## src/hdl/bpa_pkg.sv

```systemverilog
`timescale 1ns / 1ps
// ----------------------------------------------------------------------------
// bpa_pkg
// Shared types, codes and constants of the bitmap page allocator.
// ----------------------------------------------------------------------------
package bpa_pkg;

    localparam int IDX_W      = 17;
    localparam int FIFO_DEPTH = 2;
    localparam int WORD_BITS  = 64;

    localparam logic [31:0] KERNEL_HEAP_START = 32'hc010_0000;
    localparam logic [31:0] USER_VIRT_RESET   = 32'h0804_8000;
    localparam logic [31:0] KERNEL_PHYS_RESET = 32'h0020_0000;
    localparam logic [31:0] USER_PHYS_RESET   = 32'h0120_0000;
    localparam logic [12:0] POOL_PAGES_RESET  = 13'd4096;

    localparam logic [2:0] CFG_KERNEL_VIRT_BASE = 3'd0;
    localparam logic [2:0] CFG_USER_VIRT_BASE   = 3'd1;
    localparam logic [2:0] CFG_KERNEL_PHYS_BASE = 3'd2;
    localparam logic [2:0] CFG_USER_PHYS_BASE   = 3'd3;
    localparam logic [2:0] CFG_KERNEL_PAGES     = 3'd4;
    localparam logic [2:0] CFG_USER_PAGES       = 3'd5;

    localparam logic [1:0] FUNC_ALLOC     = 2'd0;
    localparam logic [1:0] FUNC_FREE_VIRT = 2'd1;
    localparam logic [1:0] FUNC_FREE_PHYS = 2'd2;
    localparam logic [1:0] FUNC_RSVD      = 2'd3;

    localparam logic [1:0] STAT_MAP     = 2'd0;
    localparam logic [1:0] STAT_FREED   = 2'd1;
    localparam logic [1:0] STAT_NO_VIRT = 2'd2;
    localparam logic [1:0] STAT_NO_PHYS = 2'd3;

    typedef struct packed {
        logic [1:0]  func;
        logic        pool;
        logic [6:0]  page_count;
        logic [31:0] virt_addr;
        logic [31:0] phys_addr;
    } in_item_t;

    typedef struct packed {
        logic [1:0]  status;
        logic [31:0] out_virt;
        logic [31:0] out_phys;
        logic        last;
    } out_item_t;

    typedef struct packed {
        logic [31:0] kernel_virt_base;
        logic [31:0] user_virt_base;
        logic [31:0] kernel_phys_base;
        logic [31:0] user_phys_base;
        logic [12:0] kernel_pages;
        logic [12:0] user_pages;
    } cfg_t;

    typedef enum logic [1:0] {
        CMD_ALLOC,
        CMD_REJECT,
        CMD_FREE
    } cmd_kind_t;

    // for alloc: hi is pool size, res_virt/res_phys are the pool bases
    typedef struct packed {
        cmd_kind_t        kind;
        logic             map_user;
        logic             map_phys;
        logic [6:0]       count;
        logic [IDX_W-1:0] lo;
        logic [IDX_W-1:0] hi;
        logic             skip;
        logic [31:0]      res_virt;
        logic [31:0]      res_phys;
    } cmd_t;

    typedef struct packed {
        logic       full;
        logic       empty;
        logic [1:0] count;
    } fifo_stat_t;

    typedef struct packed {
        logic clearing;
        logic idle;
    } back_stat_t;

    typedef enum logic [2:0] {
        ST_CLEAR,
        ST_IDLE,
        ST_RD,
        ST_WAIT,
        ST_SCAN,
        ST_WR,
        ST_PSET,
        ST_EMIT
    } back_state_t;

    typedef enum logic [1:0] {
        MODE_VSCAN,
        MODE_PSCAN,
        MODE_VMARK,
        MODE_FREE
    } back_mode_t;

endpackage

```

## src/hdl/bpa_front.sv

```systemverilog
`timescale 1ns / 1ps
// ----------------------------------------------------------------------------
// bpa_front
// Classifies request items and resolves free addresses to bit ranges.
// ----------------------------------------------------------------------------
module bpa_front
    import bpa_pkg::*;
#(
    parameter int POOL_PAGES = 4096,
    parameter int PAGE_BYTES = 4096,
    parameter int MAX_RUN    = 64
) (
    input  logic       s_valid,
    output logic       s_ready,
    input  in_item_t   s_item,
    input  cfg_t       cfg,
    input  fifo_stat_t fifo_stat,
    output logic       push,
    output cmd_t       cmd
);
    localparam int PS = $clog2(PAGE_BYTES);

    logic [IDX_W-1:0] size_k, size_u, size_sel;
    logic             up;
    logic [31:0]      vbase, pbase, diff, idx;
    logic [32:0]      sum;

    always_comb begin
        size_k = (32'(cfg.kernel_pages) > 32'(POOL_PAGES)) ? IDX_W'(POOL_PAGES)
                                                          : IDX_W'(cfg.kernel_pages);
        size_u = (32'(cfg.user_pages) > 32'(POOL_PAGES)) ? IDX_W'(POOL_PAGES)
                                                        : IDX_W'(cfg.user_pages);
        up     = (s_item.phys_addr >= cfg.user_phys_base);
        vbase  = s_item.pool ? cfg.user_virt_base : cfg.kernel_virt_base;
        pbase  = s_item.pool ? cfg.user_phys_base : cfg.kernel_phys_base;

        cmd          = '0;
        cmd.count    = s_item.page_count;
        cmd.map_user = s_item.pool;
        size_sel     = s_item.pool ? size_u : size_k;
        diff         = s_item.virt_addr - vbase;

        case (s_item.func)
            FUNC_ALLOC: begin
                if (s_item.page_count == 7'd0 || 32'(s_item.page_count) > 32'(MAX_RUN)) begin
                    cmd.kind = CMD_REJECT;
                end else begin
                    cmd.kind = CMD_ALLOC;
                end
                cmd.hi       = size_sel;
                cmd.res_virt = vbase;
                cmd.res_phys = pbase;
            end
            FUNC_FREE_PHYS: begin
                cmd.kind     = CMD_FREE;
                cmd.map_user = up;
                cmd.map_phys = 1'b1;
                size_sel     = up ? size_u : size_k;
                diff         = s_item.phys_addr - (up ? cfg.user_phys_base
                                                      : cfg.kernel_phys_base);
                cmd.res_phys = s_item.phys_addr;
            end
            default: begin
                cmd.kind     = CMD_FREE;
                cmd.res_virt = s_item.virt_addr;
            end
        endcase

        idx = diff >> PS;
        if (s_item.func == FUNC_FREE_PHYS) begin
            sum = 33'(idx) + 33'd1;
        end else begin
            sum = 33'(idx) + 33'(s_item.page_count);
        end
        if (cmd.kind == CMD_FREE) begin
            cmd.skip = (idx >= 32'(size_sel)) || (sum == 33'(idx));
            cmd.lo   = IDX_W'(idx);
            cmd.hi   = (sum > 33'(size_sel)) ? size_sel : IDX_W'(sum);
        end
    end

    assign s_ready = !fifo_stat.full;
    assign push    = s_valid && s_ready && (s_item.func != FUNC_RSVD);
endmodule

```

## config.mk

```make
export PLATFORM = sky130hd
export DESIGN_NAME = bpa_front
export DESIGN_NICKNAME = d
export VERILOG_FILES = /design/src/hdl/bpa_pkg.sv /design/src/hdl/bpa_front.sv
export SDC_FILE = /design/constraint.sdc
export NUM_CORES = 1
export LEC_CHECK = 0
export ABC_AREA = 0
export BUFFER_PORTS_ARGS = -buffer_cell sky130_fd_sc_hd__buf_2
export CAP_MARGIN = 15
export CORE_MARGIN = 3
export CORE_UTILIZATION = 40
export DETAILED_ROUTE_END_ITERATION = 7
export GPL_TIMING_DRIVEN = 0
export PLACE_DENSITY = 0.76
export SLEW_MARGIN = 20
export SYNTH_ARGS = -nofsm -noshare
export SYNTH_HDL_FRONTEND = slang
export SYNTH_SLANG_ARGS = --single-unit
```

## constraint.sdc

```tcl
create_clock -name vclk -period 12.7
set_input_delay 0.635 -clock vclk [all_inputs]
set_output_delay 0.635 -clock vclk [all_outputs]
set_load 0.1 [all_outputs]
```

==> impl_metrics.yaml <==
sta:
  fin_crit_sh_pct: 92.9
  setup_tns_ns: 0
  rsz0062_at_grt: "no"
  relSlewSlack_pct: 24.1
  worst_pin_slew_ns: 1.14
  final-hold-violation-count: 0
  setup_viol: 0
  slew_viol_final: 0
  setup_slack_ns: 0.908
  fmax_mhz: 84.8
  worst_hold_slack_ns: 1.66
  fin_crit_ns: 11.79
cells_and_area:
  fin_nets: 1976
  ff_latch_area_sq_um: 0
  num_antenna_cells: 0
  fin_area_sq_um: 10400
  nFlopsAndLatches: 0
  postLayoutCoreUtil_pct: 51.1
  drive_gt1_share_pct: 23.8
  clkbuf_count: 0
  syn_to_final_growth_pct: 24.4
  instances_no_fill: 1887
drt:
  drc: 0
  drt_iter0_drc: 994
  wl_per_cell_um: 19.1
  vias_per_cell: 5.93
  dr_total_vias: 11200
  dr.pass1.iters: 5
  detail_route.wirelength_um: 36000
  ant_nets: 0
clock_network:
  hold_buffers: 0
floorplan:
  die_h_um: 151
  ioPinCount: 345
  die_x_um: 151
  start_util_pct: 41.1
  core_area_sq_um: 20400
  fp.dieArea_sq_um: 22800
  rows: 52
power:
  p_int_mw: 0.310
  cellLeakagePower_nw: 5.29
  power.share.clock_pct: 0
  combPwrFrac_pct: 100.0
  swShare_pct: 70.0
  p_total_mw: 1.03
  p_seq_share_pct: 0
  power.density_nw_per_um2: 99.0
  ir_worst_vdd_mv: 0.0631
  p_sw_mw: 0.723
global_route:
  grt_pass1_wl_um: 54300
  grt_pass1_vias: 10400
  grt-ovfl-total: 0
  track_usage_pct: 29.6
  grt_max_degree: 11
  grt_antenna_before_repair: 1
worst_setup_path:
  slowest_stage: "buf_1"
  worstSetupPathType: "in2out"
  arrival_ns: 11.16
  critPathLaunchType: "input port"
  cp-end-kind: "output port"
  cpPeakStageDelay_ns: 0.62
  critPathMaxFanout: 10
  worstPathRequired_ns: 12.06
yosys:
  yosysWarnings: 0
  synth_top_cell_by_area: "ha_1"
  yosys-top-cells-area: "ha_1 (18%), mux2i_1 (9.8%), nor2_1 (7.8%)"
  syn-cell-area_sq_um: 8390
  ys_types: 88
  yosysMostFrequentCell: "nor2_1"
  ys_top_cells_by_count: "nor2_1 (175), a21oi_1 (126), ha_1 (123)"
  synth_top_area_share_pct: 18.3
  netlist_instances: 1278
  syn_area_per_cell_sq_um: 6.57
  ys_seq_area_share_pct: 0
run:
  drv_cap: 0
status:
  status: "finished clean"
place:
  pre_cts_slack_ns: 0.580
  portBuffers: 336
  dp.cells: 1887
  hpwl_um: 30800
  gp_congestion: 1.02
  placed_area_sq_um: 10400
min_path:
  holdPathEnd: "s_ready"
  min_from: "fifo_stat[3]"
  min_delay_path_depth: 3
  hp-class: "in2out"
critical path, delay by kind of cell:
kind / cells / cell delay, ns
XOR/XNOR: 2 / 0.31
buffers and inverters: 9 / 2.57
adder cells (fa/ha/maj): 4 / 1.22
AO/OA/AOI/OAI: 18 / 4.02
AND/OR/NAND/NOR: 11 / 2.36
what timing repair did:
action / CTS / global route
gates resized for setup: 0 / 9
buffers inserted: 0 / 0
setup endpoints to repair: 0 / 13
metal layers:
metal,GRT usage [%],wire length [um]
met1,39.1,15100
met5,0,14
met2,49.0,16300
met4,10.7,1420
met3,4.34,3180
cell type report:
class                      instances  area, sq um
buffer                            79          368
fill                            2098         9990
inverter                          74          278
multi-input combinational       1128         7770
tap                              270          338
timing repair buffer             336         1680
kinds of logic (layout without fill, tap and decap cells):
logic type,count (synthesis),after routing,synth area share (%)
AOI/OAI and AO/OA,413,413,32.9
xor gates and xnor gates,46,46,4.80
adders and majority gates,125,125,18.7
buffers and inverters,153,489,7.65
muxes,85,85,10.2
other,1,4,0.0447
and+or+nand+nor,455,455,25.7
power by group through the flow:
stage          clock network (mW)  registers, mW  logic [mW]
2_1_floorplan                   0              0       0.769
3_3_place_gp                    0              0        1.00
3_5_place_dp                    0              0        1.01
4_1_cts                         0              0        1.01
5_1_grt                         0              0        1.11
6_report                        0              0        1.03
worst max path at each step:
stage              start      end  slack [ns]  depth (start not counted)
2_1_floorplan  s_item[0]  cmd[68]        1.30                         43
5_1_grt        s_item[0]  cmd[67]        0.08                         42
6_report       s_item[0]  cmd[69]        0.91                         44
3_3_place_gp   s_item[0]  cmd[73]        0.65                         41
4_1_cts        s_item[0]  cmd[73]        0.53                         44
3_5_place_dp   s_item[0]  cmd[73]        0.58                         44
placed cells by master (no fill, tap or decap), types with 13 or more instances in the layout:
cell and instances:
buf_2 338, nor2_1 175, a21oi_1 126, ha_1 123, nand2_1 96, mux2i_1 82
inv_1 74, o21ai_0 73, clkbuf_1 51, a21o_1 36, nor3_1 36, xnor2_1 34
nand4_1 27, nand3_1 22, a31oi_1 21, a211oi_1 18, and2_1 18, o21a_1 17
o211ai_1 16, or3_1 14, a311oi_1 13
No activity file was read; power rests on OpenSTA's default activity.
