==> config.mk <==
export PLATFORM = sky130hd
export DESIGN_NAME = bpa_fifo
export DESIGN_NICKNAME = d
export VERILOG_FILES = /design/src/hdl/bpa_pkg.sv /design/src/hdl/bpa_fifo.sv
export SDC_FILE = /design/constraint.sdc
export NUM_CORES = 1
export LEC_CHECK = 0
export ABC_AREA = 1
export BUFFER_PORTS_ARGS = -buffer_cell sky130_fd_sc_hd__buf_2
export CAP_MARGIN = 30
export CORE_MARGIN = 3
export CORE_UTILIZATION = 47
export DETAILED_ROUTE_END_ITERATION = 7
export PLACE_DENSITY = 0.8
export SLEW_MARGIN = 20
export SYNTH_ARGS = -nofsm -noshare
export SYNTH_HDL_FRONTEND = slang
export SYNTH_SLANG_ARGS = --single-unit
==> constraint.sdc <==
create_clock -name aclk -period 5.83 [get_ports aclk]
set_input_delay 0.583 -clock aclk [delete_from_list [all_inputs] [get_ports aclk]]
set_output_delay 0.583 -clock aclk [all_outputs]
set_load 0.01 [all_outputs]
==> src/hdl/bpa_pkg.sv <==
`timescale 1ns / 1ps
// ----------------------------------------------------------------------------
// bpa_pkg
// Shared types, codes and constants of the bitmap page allocator.
// ----------------------------------------------------------------------------
package bpa_pkg;

    localparam int IDX_W      = 17;
    localparam int FIFO_DEPTH = 2;
    localparam int WORD_BITS  = 64;

    localparam logic [31:0] KERNEL_HEAP_START = 32'hc010_0000;
    localparam logic [31:0] USER_VIRT_RESET   = 32'h0804_8000;
    localparam logic [31:0] KERNEL_PHYS_RESET = 32'h0020_0000;
    localparam logic [31:0] USER_PHYS_RESET   = 32'h0120_0000;
    localparam logic [12:0] POOL_PAGES_RESET  = 13'd4096;

    localparam logic [2:0] CFG_KERNEL_VIRT_BASE = 3'd0;
    localparam logic [2:0] CFG_USER_VIRT_BASE   = 3'd1;
    localparam logic [2:0] CFG_KERNEL_PHYS_BASE = 3'd2;
    localparam logic [2:0] CFG_USER_PHYS_BASE   = 3'd3;
    localparam logic [2:0] CFG_KERNEL_PAGES     = 3'd4;
    localparam logic [2:0] CFG_USER_PAGES       = 3'd5;

    localparam logic [1:0] FUNC_ALLOC     = 2'd0;
    localparam logic [1:0] FUNC_FREE_VIRT = 2'd1;
    localparam logic [1:0] FUNC_FREE_PHYS = 2'd2;
    localparam logic [1:0] FUNC_RSVD      = 2'd3;

    localparam logic [1:0] STAT_MAP     = 2'd0;
    localparam logic [1:0] STAT_FREED   = 2'd1;
    localparam logic [1:0] STAT_NO_VIRT = 2'd2;
    localparam logic [1:0] STAT_NO_PHYS = 2'd3;

    typedef struct packed {
        logic [1:0]  func;
        logic        pool;
        logic [6:0]  page_count;
        logic [31:0] virt_addr;
        logic [31:0] phys_addr;
    } in_item_t;

    typedef struct packed {
        logic [1:0]  status;
        logic [31:0] out_virt;
        logic [31:0] out_phys;
        logic        last;
    } out_item_t;

    typedef struct packed {
        logic [31:0] kernel_virt_base;
        logic [31:0] user_virt_base;
        logic [31:0] kernel_phys_base;
        logic [31:0] user_phys_base;
        logic [12:0] kernel_pages;
        logic [12:0] user_pages;
    } cfg_t;

    typedef enum logic [1:0] {
        CMD_ALLOC,
        CMD_REJECT,
        CMD_FREE
    } cmd_kind_t;

    // for alloc: hi is pool size, res_virt/res_phys are the pool bases
    typedef struct packed {
        cmd_kind_t        kind;
        logic             map_user;
        logic             map_phys;
        logic [6:0]       count;
        logic [IDX_W-1:0] lo;
        logic [IDX_W-1:0] hi;
        logic             skip;
        logic [31:0]      res_virt;
        logic [31:0]      res_phys;
    } cmd_t;

    typedef struct packed {
        logic       full;
        logic       empty;
        logic [1:0] count;
    } fifo_stat_t;

    typedef struct packed {
        logic clearing;
        logic idle;
    } back_stat_t;

    typedef enum logic [2:0] {
        ST_CLEAR,
        ST_IDLE,
        ST_RD,
        ST_WAIT,
        ST_SCAN,
        ST_WR,
        ST_PSET,
        ST_EMIT
    } back_state_t;

    typedef enum logic [1:0] {
        MODE_VSCAN,
        MODE_PSCAN,
        MODE_VMARK,
        MODE_FREE
    } back_mode_t;

endpackage

==> src/hdl/bpa_fifo.sv <==
`timescale 1ns / 1ps
// ----------------------------------------------------------------------------
// bpa_fifo
// Two-entry command queue between front and back.
// ----------------------------------------------------------------------------
module bpa_fifo
    import bpa_pkg::*;
(
    input  logic       aclk,
    input  logic       aresetn,
    input  logic       push,
    input  cmd_t       push_cmd,
    input  logic       pop,
    output cmd_t       head,
    output fifo_stat_t stat
);
    cmd_t       mem_reg [FIFO_DEPTH];
    logic       wr_ptr_reg, wr_ptr_next;
    logic       rd_ptr_reg, rd_ptr_next;
    logic [1:0] count_reg, count_next;

    always_comb begin
        wr_ptr_next = push ? !wr_ptr_reg : wr_ptr_reg;
        rd_ptr_next = pop ? !rd_ptr_reg : rd_ptr_reg;
        count_next  = count_reg + 2'(push) - 2'(pop);
    end

    always_ff @(posedge aclk) begin
        if (!aresetn) begin
            wr_ptr_reg <= 1'b0;
            rd_ptr_reg <= 1'b0;
            count_reg  <= 2'd0;
        end else begin
            wr_ptr_reg <= wr_ptr_next;
            rd_ptr_reg <= rd_ptr_next;
            count_reg  <= count_next;
        end
    end

    always_ff @(posedge aclk) begin
        if (push) begin
            mem_reg[wr_ptr_reg] <= push_cmd;
        end
    end

    assign head       = mem_reg[rd_ptr_reg];
    assign stat.full  = (count_reg == 2'(FIFO_DEPTH));
    assign stat.empty = (count_reg == 2'd0);
    assign stat.count = count_reg;
endmodule

==> reports/metrics.yaml, run 1 <==
placement:
  hpwl_mm: 10.4
  place.gp.congestion: 0.735
  placed_area_sq_um: 9920
  io_buffers: 227
  numPlacedInstances: 824
logic_synthesis:
  synth-warning-count: 0
  synth_top_family_by_area: "multiplexers"
  synth_nets: 491
  synth_seq_cells: 225
  synth_edf_count: 220
  synthSimpleGateAreaFrac: 0.00794
  synth_cell_type_count: 13
  synth_adder_area_share: 0.00289
  synth_area_leaders: "edfxtp_1 76%, mux2_4 17%, buf_12 2.3%"
  synth_compound_area_frac: 0.000578
  yosysSeqAreaShare: 0.774
  async_flop_share: 0
  yosysTopAreaCell: "edfxtp_1"
  ys.flop_type: "edfxtp_1"
  synth_top_cell_area_share: 0.763
  postSynthCellCount: 375
  syn_area_per_cell_sq_um: 23.1
  yosysMostFrequentCell: "edfxtp_1"
  ys_top_cells_by_count: "220 x edfxtp_1, 100 x mux2_4, 10 x buf_12, 10 x mux2_2, 9 x nor2_1"
  synth_xor_area_frac: 0
  synthMuxAreaShare: 0.186
  syn-cell-area_sq_um: 8660
setup_path:
  critical_path_class: "flip-flop to primary output"
  crit_fanout: 49
  worstRegToRegCells: 3
  crit_path_end: "head[109]"
  start_kind: "flip-flop"
  critPathRequiredTime_ps: 5250
  end_kind: "primary output"
  cp_cell_sequence: "buf_4 -> mux2_2 -> buf_2"
  rr_endpoint: "mem_reg[1][107]$_DFFE_PP_"
  worst-path-buf-inv: 2
  cp.depth: 3
  critPathMaxStageDelay_ps: 930
  arrival_ps: 2780
  r2r_start: "wr_ptr_reg$_SDFFE_PN0P_"
  r2r_slack_ps: 3600
  crit_slowest_cell: "dfxtp_4"
  critical-path-top-delay-family: "flip-flops"
clock_network:
  cts-htree-levels: 1
  ctsHoldBuffers: 0
  clockRootBuffer: "clkbuf_16"
  insertion_delay_ps: 490
  cts_tree: "done"
  clkSinkCount: 225
  clkTransAtPathRegs_ps: 60
  clk_path_buf_depth: 3
  cts_resized: 0
  cts_setup_buffers: 0
  cts_buffers: 23
timing:
  setup_viol: 0
  period_share: 0.576
  holdWs_ps: 272
  rsz0062_at_grt: "no"
  tightest_slew_ps: 916
  min_period_ps: 3360
  finalMaxSlewViolations: 0
  fmax_mhz: 298
  finalHoldViolations: 0
  relSlewSlack: 0.389
  fin_skew_ps: 7.22
  fin_setup_tns_ps: 0
cells_and_area:
  fin_cells: 866
  regArea_sq_um: 6710
  largest_reg_flops: 220
  finalNetCount: 736
  area_growth_pct: 22.6
  drive_above_1_share: 0.586
  final_util: 0.589
  multi_input_area_sq_um: 1720
  finish.instance_area_sq_um: 10600
  nFillCells: 1352
drt:
  route.detailed.drc: 0
  vias: 4264
  drt-total-wl_mm: 15.5
  drt-initial-drc-count: 246
  dr.pass1.iters: 4
  vias_per_cell: 4.92
  ant_nets: 0
  wl_per_cell_um: 17.9
floorplan:
  dieHeight_um: 142
  dieArea_sq_um: 20100
  start_util: 0.481
  boundaryPins: 228
  die_w_um: 142
  rows: 49
  coreArea_sq_um: 18000
outcome:
  status: "finished clean"
min_path:
  min_path_type: "input port to flip-flop"
global_routing:
  gr-total-overflow: 0
  grt_max_degree: 63
  globalRouteTotalUtil: 0.150
  grt_pass1_wl_mm: 23.9
  first_global_vias: 4601
  antenna_found_initial: 1
power:
  leakagePower_uw: 0.00426
  peakVddDrop_mv: 0.261
  powerDensity_nw_per_um2: 343
flow_run:
  max_cap_viol_count: 0
## layout make-up
type                    instances  share of cell area
diodes                          1            0.000236
clock buffers                  31              0.0570
clock inverters                10             0.00883
inverters                       7             0.00271
multi-input cells             131               0.162
flip-flops and latches        225               0.632
well taps                     229              0.0270
repair buffers                232               0.110
## report_power, final
part,internal [uW],switching [uW],total [uW]
logic,188,173,361
registers,1870,36.5,1910
clock network,813,553,1370
total,2870,763,3640
## cell families (layout without fill, tap and decap cells)
logic type | count (synthesis) | after routing
AND/OR/NAND/NOR | 18 | 18
multiplexers | 110 | 110
flip-flops | 225 | 225
adder cells (fa/ha/maj) | 2 | 2
buffers and inverters | 19 | 280
AO/OA/AOI/OAI | 1 | 1
other | 0 | 1
## metrics by stage
stage          total power [uW]  worst slack, ps
5_1_grt                    3780             2270
6_report                   3640             2470
3_5_place_dp               2310             2930
3_3_place_gp               2290             3000
2_1_floorplan              2180             21.0
4_1_cts                    3690             2380
## per-layer routing
metal	up-vias	wire length, um	GRT usage
li1	1964	-	-
met1	2101	5800	0.177
met2	168	7870	0.262
met3	31	1390	0.0452
met4	0	395	0.0495
met5	-	0	0
## worst min-delay path by stage
stage / from / to / cells past startpoint
after floorplan: rd_ptr_reg$_SDFFE_PN0P_ / flip-flop / 2
after global placement: rd_ptr_reg$_SDFFE_PN0P_ / rd_ptr_reg$_SDFFE_PN0P_ / 2
after detailed placement: rd_ptr_reg$_SDFFE_PN0P_ / flip-flop / 2
after CTS: push_cmd[14] / mem_reg[0][14]$_DFFE_PP_ / 1
after global routing: push_cmd[94] / mem_reg[0][94]$_DFFE_PP_ / 1
final: push_cmd[14] / mem_reg[1][14]$_DFFE_PP_ / 1
## layout by cell type (no fill, tap or decap)
master	count
a21oi_1	1
mux2_2	10
buf_4	5
clkbuf_1	8
dfxtp_4	1
nand3_1	1
nand2_1	8
clkbuf_16	23
inv_1	6
ha_1	2
nor2_4	1
clkinv_2	3
edfxtp_1	220
clkinv_1	5
mux2_4	100
dfxtp_1	4
diode_2	1
nor2_1	8
bufinv_16	2
inv_4	1
buf_2	227
No activity file was read; power rests on OpenSTA's default activity.
==> run 2, diff against run 1 <==
Settings changed: CORE_UTILIZATION 47 to 52, PLACE_DENSITY 0.8 to 0.84.
Clock period 5.83 ns to 3.2 ns, I/O delays scaled along.
==> reports/metrics.yaml, run 2 (synthesized netlist as in run 1, its figures left out) <==
floorplan:
  start_util: 0.538
  boundaryPins: 228
  dieArea_sq_um: 18200
  rows: 46
  die_w_um: 135
  coreArea_sq_um: 16100
  dieHeight_um: 135
cells_and_area:
  area_growth_pct: 29.0
  drive_above_1_share: 0.547
  largest_reg_flops: 220
  layout_common_cells: "227 x buf_2, 220 x edfxtp_1, 100 x mux2_4"
  layout_commonest_cell: "buf_2"
  finalNetCount: 789
setup_path:
  start_kind: "flip-flop"
  crit_fanout: 47
  end_kind: "primary output"
  arrival_ps: 1920
  critPathRequiredTime_ps: 2880
  critical_path_class: "flip-flop to primary output"
power:
  clockPowerShare: 0.369
  peakVddDrop_mv: 0.520
  p_int_uw: 5250
  seqPwrFrac: 0.519
  leakagePower_uw: 0.00449
  powerDensity_nw_per_um2: 597
  finalPower_uw: 6680
  power.switching_uw: 1430
  switching_share: 0.214
  combPwrFrac: 0.112
timing:
  fin_skew_ps: 20.7
  period_share: 0.700
  setup_viol: 0
  tightest_slew_ps: 777
  relSlewSlack: 0.482
  holdWs_ps: 22.6
  rsz0062_at_grt: "no"
  finalHoldViolations: 0
  fmax_mhz: 447
  finalMaxSlewViolations: 0
  min_period_ps: 2240
  fin_setup_tns_ps: 0
  fin_ws_ps: 961
min_path:
  min_path_type: "input port to flip-flop"
global_routing:
  first_global_vias: 4869
  gr-total-overflow: 0
  grt_pass1_wl_mm: 25.9
  globalRouteTotalUtil: 0.182
  antenna_found_initial: 0
  grt_max_degree: 58
drt:
  vias_per_cell: 4.97
  drt-initial-drc-count: 279
  wl_per_cell_um: 18.9
  vias: 4501
  ant_nets: 0
  route.detailed.drc: 0
  drt-total-wl_mm: 17.2
  dr.pass1.iters: 4
clock_network:
  cts_buffers: 23
  clkSinkCount: 225
  cts_resized: 0
  cts_tree: "done"
  clockRootBuffer: "clkbuf_16"
  clkTransAtPathRegs_ps: 60
  cts-htree-levels: 1
  clk_path_buf_depth: 3
  insertion_delay_ps: 500
outcome:
  status: "finished clean"
placement:
  io_buffers: 227
  hpwl_mm: 10.5
  place.gp.congestion: 0.728
  dpl_worst_slack_ps: 1300
flow_run:
  max_cap_viol_count: 0
run 2: cell types whose count changed in the layout (fill, tap and decap cells not counted), sizes merged:
| cell | previous run | this run |
|---|---|---|
| bufinv | 2 | 1 |
| clkinv | 8 | 9 |
| dlygate4sd3 | 0 | 53 |
| clkbuf | 31 | 30 |
| inv | 7 | 8 |
run 2: per-layer routing:
| metal | wire [um] | global-route usage |
|---|---|---|
| met1 | 6320 | 0.215 |
| met2 | 9330 | 0.337 |
| met3 | 1130 | 0.0361 |
| met4 | 374 | 0.0554 |
| met5 | 0 | 0 |
run 2: worst paths after layout:
check	startpoint	to	depth (start not counted)	slack, ps
max	flip-flop	head[68]	3	960
min	push_cmd[74]	mem_reg[0][74]$_DFFE_PP_	1	20
max reg2reg	wr_ptr_reg$_SDFFE_PN0P_	mem_reg[1][45]$_DFFE_PP_	3	1340
min reg2reg	rd_ptr_reg$_SDFFE_PN0P_	rd_ptr_reg$_SDFFE_PN0P_	2	550
run 2: what timing repair did:
action / 4_1_cts / 5_1_grt
endpoints found under the hold margin: 99 / 0
hold buffers: 53 / 0
buffers inserted: 0 / 0
run 2: stage by stage:
stage	utilization	area [sq um]	instances
final	0.693	11200	906
after global routing	0.693	11200	905
after CTS	0.693	11200	905
after detailed placement	0.617	9940	811
after global placement	0.617	9940	811
after floorplan	-	8670	375
run 2: final cells by class:
class | count | area [sq um]
Sequential cell | 225 | 6710
Fill cell | 1034 | 4940
Timing Repair Buffer | 285 | 1740
Multi-Input combinational cell | 131 | 1720
Clock buffer | 30 | 622
Tap cell | 216 | 270
Clock inverter | 11 | 78.8
Inverter | 7 | 28.8
Antenna cell | 1 | 2.50
run 2: power by group through the flow:
stage | sequential [uW] | combinational (uW) | clock (uW)
CTS | 3470 | 745 | 2520
global placement | 3510 | 669 | 0
finish | 3470 | 748 | 2460
detailed placement | 3530 | 691 | 0
floorplan | 3520 | 446 | 0
global route | 3480 | 795 | 2650
run 2: critical path, stage by stage (launching register included):
cell     delay [ps]
dfxtp_4         530
buf_12          350
mux2_4          340
buf_2           140
==> run 3, diff against run 2 <==
Clock period 3.2 ns to 2.3 ns, I/O delays scaled along.
==> reports/metrics.yaml, run 3 (synthesized netlist as in run 1, its figures left out) <==
outcome:
  status: "finished clean"
cells_and_area:
  nFillCells: 934
  layout_commonest_cell: "buf_2"
  drive_above_1_share: 0.505
  finalNetCount: 851
  regArea_sq_um: 6710
  largest_reg_flops: 220
  layout_common_cells: "227 x buf_2, 220 x edfxtp_1, 112 x dlygate4sd3_1"
  fin_cells: 969
  multi_input_area_sq_um: 1720
  area_growth_pct: 36.4
drt:
  vias_per_cell: 4.92
  dr.pass1.iters: 5
  dr_wl_met2_mm: 9.64
  vias: 4769
  ant_nets: 0
  wl_met3_mm: 1.21
  drt-initial-drc-count: 287
  drt-total-wl_mm: 18.1
  met1_length_mm: 6.88
  route.detailed.drc: 0
  wl_per_cell_um: 18.7
  top_layer: "met4"
setup_path:
  rr_endpoint: "mem_reg[1][63]$_DFFE_PP_"
  start_kind: "flip-flop"
  critPathRequiredTime_ps: 2070
  critical_path_class: "flip-flop to primary output"
  arrival_ps: 1920
  worstRegToRegCells: 3
  crit_fanout: 32
  r2r_slack_ps: 850
  end_kind: "primary output"
  r2r_start: "wr_ptr_reg$_SDFFE_PN0P_"
timing:
  fin_ws_ps: 150
  fin_setup_tns_ps: 0
  rsz0062_at_grt: "no"
  min_period_ps: 2150
  finalHoldViolations: 0
  period_share: 0.935
  tightest_slew_ps: 623
  relSlewSlack: 0.584
  finalMaxSlewViolations: 0
  fmax_mhz: 465
  fin_skew_ps: 7.28
  setup_viol: 0
placement:
  numPlacedInstances: 813
  hpwl_mm: 10.2
  io_buffers: 227
  place.gp.congestion: 0.717
  dpl_worst_slack_ps: 674
global_routing:
  globalRouteTotalUtil: 0.194
  antenna_found_initial: 1
  first_global_vias: 5154
  gr-total-overflow: 0
  grt_max_degree: 74
  grt_pass1_wl_mm: 27.6
clock_network:
  cts_setup_buffers: 0
  cts-htree-levels: 1
  insertion_delay_ps: 500
  clkSinkCount: 225
  cts_buffers: 24
  clk_path_buf_depth: 3
  cts_tree: "done"
  clockRootBuffer: "clkbuf_16"
  clkTransAtPathRegs_ps: 60
min_path:
  min_path_type: "input port to flip-flop"
  hp-start: "push"
  hold_depth: 3
  min_to: "wr_ptr_reg$_SDFFE_PN0P_"
power:
  finalPower_uw: 9490
  peakVddDrop_mv: 0.782
  leakagePower_uw: 0.00475
  powerDensity_nw_per_um2: 803
floorplan:
  die_w_um: 135
  rows: 46
  dieHeight_um: 135
  start_util: 0.538
  dieArea_sq_um: 18200
  coreArea_sq_um: 16100
  boundaryPins: 228
flow_run:
  max_cap_viol_count: 0
-- run 3: cell count changes in the layout (fill, tap and decap cells not counted), moves of 2 or more --
cell | previous run | this run
clkbuf_16 | 23 | 25
clkinv_2 | 5 | 3
clkinv_1 | 4 | 6
dlygate4sd3_1 | 53 | 112
clkbuf_8 | 2 | 0
buf_4 | 2 | 4
-- run 3: critical path: stages, from the launching register on --
cell and delay (ps):
dfxtp_4 360, buf_4 490, mux2_2 410, buf_2 140
-- run 3: per-layer routing --
layer / GRT usage / vias up
met5: 0 / -
met4: 0.0487 / 0
met3: 0.0466 / 27
met2: 0.344 / 198
met1: 0.241 / 2354
li1: - / 2190
-- run 3: where the power goes --
part           internal, uW  switching (uW)  total (uW)
logic                   610             521        1130
registers              4750            66.6        4820
clock network          2090            1450        3540
total                  7450            2040        9490
-- run 3: worst max-delay path by stage --
| stage | from | slack (ps) | depth (start not counted) | endpoint |
|---|---|---|---|---|
| detailed placement | flip-flop | 670 | 3 | head[6] |
| finish | flip-flop | 150 | 3 | head[6] |
| CTS | flip-flop | 120 | 3 | head[6] |
| global placement | flip-flop | 720 | 3 | head[6] |
| floorplan | wr_ptr_reg$_SDFFE_PN0P_ | -110 | 2 | mem_reg[1][0]$_DFFE_PP_ |
| global route | flip-flop | 70 | 3 | head[0] |
-- run 3: final cells by class --
type,count,share of cell area
multi-input cells,131,0.146
clock buffers,31,0.0549
inverters,7,0.00254
repair buffers,346,0.199
diodes,2,0.000424
flip-flops and latches,225,0.568
well taps,216,0.0229
clock inverters,11,0.00646
-- run 3: what timing repair did --
action	4_1_cts	5_1_grt
resized for setup	0	0
endpoints found under the setup margin	0	0
hold buffers	112	0
endpoints found under the hold margin	225	0
-- run 3: metrics by stage --
step	area, sq um	hold WS (ps)	util
floorplan	8680	323	-
finish	11800	26.7	0.733
detailed placement	9960	421	0.618
global route	11800	32.1	0.733
CTS	11800	2.14	0.733
global placement	9960	417	0.618
